<file path="src/sv/gba_pkg.sv">
// ----------------------------------------------------------------------------
// gba_pkg
// Shared constants, types and helper functions for the grouped bitmap
// block allocator.
// ----------------------------------------------------------------------------
`default_nettype none

package gba_pkg;

    localparam int NUM_GROUPS       = 8;
    localparam int BLOCKS_PER_GROUP = 8192;

    localparam int TOTAL_BLOCKS    = NUM_GROUPS * BLOCKS_PER_GROUP;
    localparam int WORD_BITS       = 64;
    localparam int BIT_W           = $clog2(WORD_BITS);
    localparam int BITMAP_WORDS    = (TOTAL_BLOCKS + WORD_BITS - 1) / WORD_BITS;
    localparam int WORDS_PER_GROUP = BLOCKS_PER_GROUP / WORD_BITS;
    localparam int WORD_AW         = $clog2(BITMAP_WORDS);
    localparam int WPG_W           = $clog2(WORDS_PER_GROUP);
    localparam int GRP_W           = $clog2(NUM_GROUPS);
    localparam int POS_W           = $clog2(TOTAL_BLOCKS);
    localparam int GF_W            = $clog2(BLOCKS_PER_GROUP + 1);
    localparam int TF_W            = $clog2(TOTAL_BLOCKS + 1);

    // fixed field widths
    localparam int BLK_W  = 17;
    localparam int STAT_W = 2;

    // request codes
    localparam logic REQ_ALLOC = 1'b0;
    localparam logic REQ_FREE  = 1'b1;

    // status codes
    localparam logic [STAT_W-1:0] ST_OK           = 2'd0;
    localparam logic [STAT_W-1:0] ST_NO_SPACE     = 2'd1;
    localparam logic [STAT_W-1:0] ST_OUT_OF_RANGE = 2'd2;
    localparam logic [STAT_W-1:0] ST_ALREADY_FREE = 2'd3;

    typedef enum logic [2:0] {
        S_CLEAR,
        S_IDLE,
        S_PICK,
        S_SCAN,
        S_FREE_RD,
        S_FREE_CHK,
        S_DONE
    } state_t;

    // count update command to the counter block
    typedef struct packed {
        logic             inc;
        logic             dec;
        logic [GRP_W-1:0] grp;
    } cnt_cmd_t;

    // bitmap write port
    typedef struct packed {
        logic                 we;
        logic [WORD_AW-1:0]   addr;
        logic [WORD_BITS-1:0] data;
    } ram_wr_t;

    // index of the lowest clear bit of a bitmap word
    function automatic logic [BIT_W-1:0] lowest_zero(input logic [WORD_BITS-1:0] w);
        logic [BIT_W-1:0] idx;
        idx = '0;
        for (int i = WORD_BITS - 1; i >= 0; i--)
        begin
            if (!w[i])
            begin
                idx = BIT_W'(i);
            end
        end
        return idx;
    endfunction

    // index of the lowest set bit of a group mask
    function automatic logic [GRP_W-1:0] lowest_set(input logic [NUM_GROUPS-1:0] m);
        logic [GRP_W-1:0] idx;
        idx = '0;
        for (int i = NUM_GROUPS - 1; i >= 0; i--)
        begin
            if (m[i])
            begin
                idx = GRP_W'(i);
            end
        end
        return idx;
    endfunction

endpackage

`default_nettype wire

</file>
<file path="src/sv/gba_counts.sv">
// ----------------------------------------------------------------------------
// gba_counts
// Per-group free counts and the device total, with the nonzero group mask.
// ----------------------------------------------------------------------------
`default_nettype none

module gba_counts
    import gba_pkg::*;
(
    input  wire logic                  clk,
    input  wire logic                  rst_n,
    input  wire cnt_cmd_t              cmd,
    output      logic [NUM_GROUPS-1:0] nz_mask,
    output      logic [TF_W-1:0]       free_total
);

    logic [GF_W-1:0] group_free_reg [NUM_GROUPS];
    logic [TF_W-1:0] total_reg;
    logic [TF_W-1:0] total_next;

    always_comb
    begin
        for (int g = 0; g < NUM_GROUPS; g++)
        begin
            nz_mask[g] = (group_free_reg[g] != '0);
        end
    end

    always_comb
    begin
        total_next = total_reg;
        if (cmd.inc)
        begin
            total_next = total_reg + TF_W'(1);
        end
        else if (cmd.dec && total_reg != '0)
        begin
            total_next = total_reg - TF_W'(1);
        end
    end

    always_ff @(posedge clk or negedge rst_n)
    begin
        if (!rst_n)
        begin
            for (int g = 0; g < NUM_GROUPS; g++)
            begin
                group_free_reg[g] <= GF_W'(BLOCKS_PER_GROUP);
            end
            total_reg <= TF_W'(TOTAL_BLOCKS);
        end
        else
        begin
            if (cmd.inc)
            begin
                group_free_reg[cmd.grp] <= group_free_reg[cmd.grp] + GF_W'(1);
            end
            else if (cmd.dec)
            begin
                group_free_reg[cmd.grp] <= group_free_reg[cmd.grp] - GF_W'(1);
            end
            total_reg <= total_next;
        end
    end

    assign free_total = total_reg;

endmodule

`default_nettype wire

</file>
<file path="config.mk">
export PLATFORM = sky130hd
export DESIGN_NAME = gba_counts
export DESIGN_NICKNAME = d
export VERILOG_FILES = /design/src/sv/gba_pkg.sv /design/src/sv/gba_counts.sv
export SDC_FILE = /design/constraint.sdc
export NUM_CORES = 1
export LEC_CHECK = 0
export ABC_AREA = 1
export BUFFER_PORTS_ARGS = -buffer_cell sky130_fd_sc_hd__buf_4
export CORE_UTILIZATION = 44
export DETAILED_ROUTE_END_ITERATION = 7
export SKIP_LAST_GASP = 1
export SYNTH_ARGS = -nofsm -noshare
export SYNTH_HDL_FRONTEND = slang
export SYNTH_SLANG_ARGS = --single-unit
</file>
<file path="constraint.sdc">
create_clock -name clk -period 6.5 [get_ports clk]
set_clock_uncertainty 0.15 [all_clocks]
set_input_delay 0 -clock clk [delete_from_list [all_inputs] [get_ports clk]]
set_output_delay 0 -clock clk [all_outputs]
set_load 0.05 [all_outputs]
</file>
==> flow_metrics.tcl <==
set metrics [dict create \
    root_buffer "clkbuf_16" \
    initial_core_util 0.4499 \
    wirelength_um 23640 \
    clock_sink_count 129 \
    tritoncts "done" \
    drc 0 \
    num_rows 49 \
    hold_depth 4 \
    antennaDiodeCount 0 \
    synth_seq_area_share 0.3995 \
    drtPass1Iterations 5 \
    fin_area_sq_mm 0.009223 \
    wire_per_inst_um 16.16 \
    min_from "cmd[3]" \
    clkLatencyLatePin_ps 430 \
    synth_largest_area_cell "dfrtp_1" \
    finalCoreUtilization 0.5117 \
    yosys_warnings 0 \
    hold_end "free_total[0]" \
    async_flop_share 1.000 \
    cp.arrival_ps 3760 \
    required_ps 6690 \
    r2r-end "free_total[12]" \
    finish.net_count 1246 \
    antenna_found_initial 0 \
    fillers 1838 \
    clock.fmax_mhz 280.6 \
    syn-cell-area_sq_mm 0.008109 \
    crit_chain "dlygate4sd3_1, buf_4, clkinv_1, ha_1, nand2_1, o21ai_0, a21oi_1, o21ai_0, a21oi_1, or2_2, a31oi_1" \
    final_max_slew_viol_count 0 \
    hpwlAfterDp_um 16960 \
    ir_drop_uv 288.7 \
    p_per_area_mw_per_mm2 411.4 \
    synth.area.top_cells "dfrtp_1 (37%), nand2_1 (19%), inv_1 (8.7%)" \
    max_stage_delay_ps 720 \
    hold_class "in2reg" \
    path_clk_slew_ps 60 \
    core_area_sq_mm 0.01802 \
    regArea_sq_mm 0.003239 \
    ant_nets 0 \
    ys.flop_type "dfrtp_1" \
    rsz0062_at_grt "false" \
    die_h_um 137.8 \
    synth_top_cell_area_share 0.3703 \
    io_pins 32 \
    place_area_sq_mm 0.008513 \
    cts.path.max_buffers 2 \
    dieArea_sq_mm 0.01898 \
    syn_inst 1193 \
    reg2reg_slack_ps 3770 \
    vias 7505 \
    cts_resized 0 \
    grt_overflow_total 0 \
    worst_pin_slew_ps 927.8 \
    leakage_nw 4.876 \
    largest_register_ffs 104 \
    cp_max_fo 24 \
    slowest_stage "clkinv_1" \
    ys_top_cells_by_count "nand2_1 (409), inv_1 (189), dfrtp_1 (120)" \
    via_per_inst 5.130 \
    startpoint_type "input pin" \
    worstSetupEndpointType "register" \
    synth_area_per_cell_sq_um 6.797 \
    crit_type "in2reg" \
    flow.area_growth_from_synthesis_pct 13.73 \
    fin_crit_sh 0.5483 \
    finalSetupViolCount 0 \
    fin_tns_setup_ps 0 \
    worstReg2RegStart "free_total[0]" \
    synth_edf_count 0 \
    synth-seq-cells 129 \
    reg2reg_depth 8 \
    synth_most_common_cell "nand2_1" \
    numCtsBuffers 17 \
    gp_congestion 0.9381 \
    syn-num-nets 1218 \
    track_usage 0.2701 \
    ys_types 34 \
    outcome "finished, final reports clean" \
    drive_above_1_share 0.1021 \
    grt_start_max_net_pins 68 \
    finalCriticalPeriod_ps 3564 \
    grt_first_pass_wirelength_um 38100 \
    slew_headroom 0.3770 \
    die_w_um 137.8 \
    hold_viol 0 \
    drtIter0Drc 558 \
    io_buffer_count 31 \
    cts_max_level 4 \
    grt_pass1_vias 7090 \
    multiInputGateArea_sq_mm 0.003936 \
    max_cap_viol_count 0 \
]
==> cells in the final DEF, fill, tap and decap left out, types with 2 or more instances in the layout <==
master | netlist | final
clkbuf_16 | 0 | 17
dfrtp_1 | 120 | 120
a211oi_1 | 3 | 3
buf_4 | 11 | 40
clkbuf_1 | 9 | 3
clkinvlp_4 | 0 | 2
nor2_1 | 59 | 58
inv_1 | 189 | 189
nand2_1 | 409 | 409
xnor2_1 | 6 | 6
nor2_4 | 2 | 2
dfstp_2 | 9 | 9
clkbuf_8 | 0 | 2
o21ai_1 | 19 | 19
bufinv_16 | 0 | 6
ha_1 | 17 | 17
a31oi_1 | 5 | 5
nand3b_1 | 2 | 2
or2_2 | 27 | 27
nand3_1 | 113 | 113
o22ai_1 | 3 | 3
dlygate4sd3_1 | 0 | 4
nor4_1 | 21 | 21
nand4_1 | 14 | 14
nor2_2 | 5 | 6
o21bai_1 | 2 | 2
nor3_1 | 14 | 14
a21oi_1 | 24 | 24
clkinv_1 | 3 | 3
clkinv_2 | 0 | 2
nand3_2 | 6 | 6
inv_2 | 5 | 5
o21ai_0 | 68 | 68
xor2_1 | 7 | 7
==> per-stage QoR <==
stage | cells | hold WS, ps | worst slack (ps) | total power, W
after floorplan | 1193 | -445.6 | 3803 | 0.002277
after global placement | 1427 | -120.6 | 2890 | 0.002675
after detailed placement | 1427 | -128.9 | 2814 | 0.002688
after CTS | 1463 | 124.5 | 2940 | 0.003807
after global routing | 1463 | 187.2 | 2728 | 0.004054
final | 1463 | 135.8 | 2936 | 0.003794
==> power breakdown <==
part           switching [W]  internal, W  total, W
Sequential          0.000220      0.00107   0.00129
Clock               0.000359     0.000738   0.00110
Combinational       0.000934     0.000476   0.00141
Total                0.00151      0.00228   0.00379
==> worst max-delay path: cells and delay by family <==
family | cells | cell delay (ps)
compound gates | 5 | 1200
buf+inv | 3 | 1490
fa+ha+maj | 1 | 680
simple gates | 2 | 360
==> layer usage <==
layer	up-vias	global-route usage	routed length, um
li1	3824	-	-
met1	3440	0.3579	10880
met2	199	0.4344	10830
met3	42	0.05298	1243
met4	0	0.1014	684
met5	-	0	0
==> cell families (layout without fill, tap and decap cells) <==
family / after synthesis / after routing / synth area share
AO/OA/AOI/OAI: 127 / 127 / 0.08240
AND/OR/NAND/NOR: 673 / 673 / 0.3600
buffers and inverters: 233 / 274 / 0.1154
adder cells (fa/ha/maj): 18 / 18 / 0.02870
flip-flops: 129 / 129 / 0.3995
XOR/XNOR: 13 / 13 / 0.01404
==> how the worst max path moves through the flow <==
stage / start / to / depth (start not counted)
3_3_place_gp: cmd[0] / group_free_reg[50] / 16
6_report: cmd[4] / free_total[12] / 11
4_1_cts: cmd[4] / free_total[12] / 11
5_1_grt: cmd[4] / free_total[12] / 11
3_5_place_dp: cmd[0] / group_free_reg[50] / 18
2_1_floorplan: cmd[4] / free_total[12] / 10
==> area by class of cell <==
cell class	instances	area share
repair buffers	45	0.03812
multi-input cells	831	0.4268
clock inverters	10	0.02225
flip-flops and latches	129	0.3512
clock buffers	22	0.05033
inverters	197	0.08018
well taps	229	0.03107
==> what timing repair did <==
action	in CTS	in global routing
setup buffers	0	0
hold endpoints to repair	64	0
hold buffers	4	0
(Power assumes the default switching activity.)
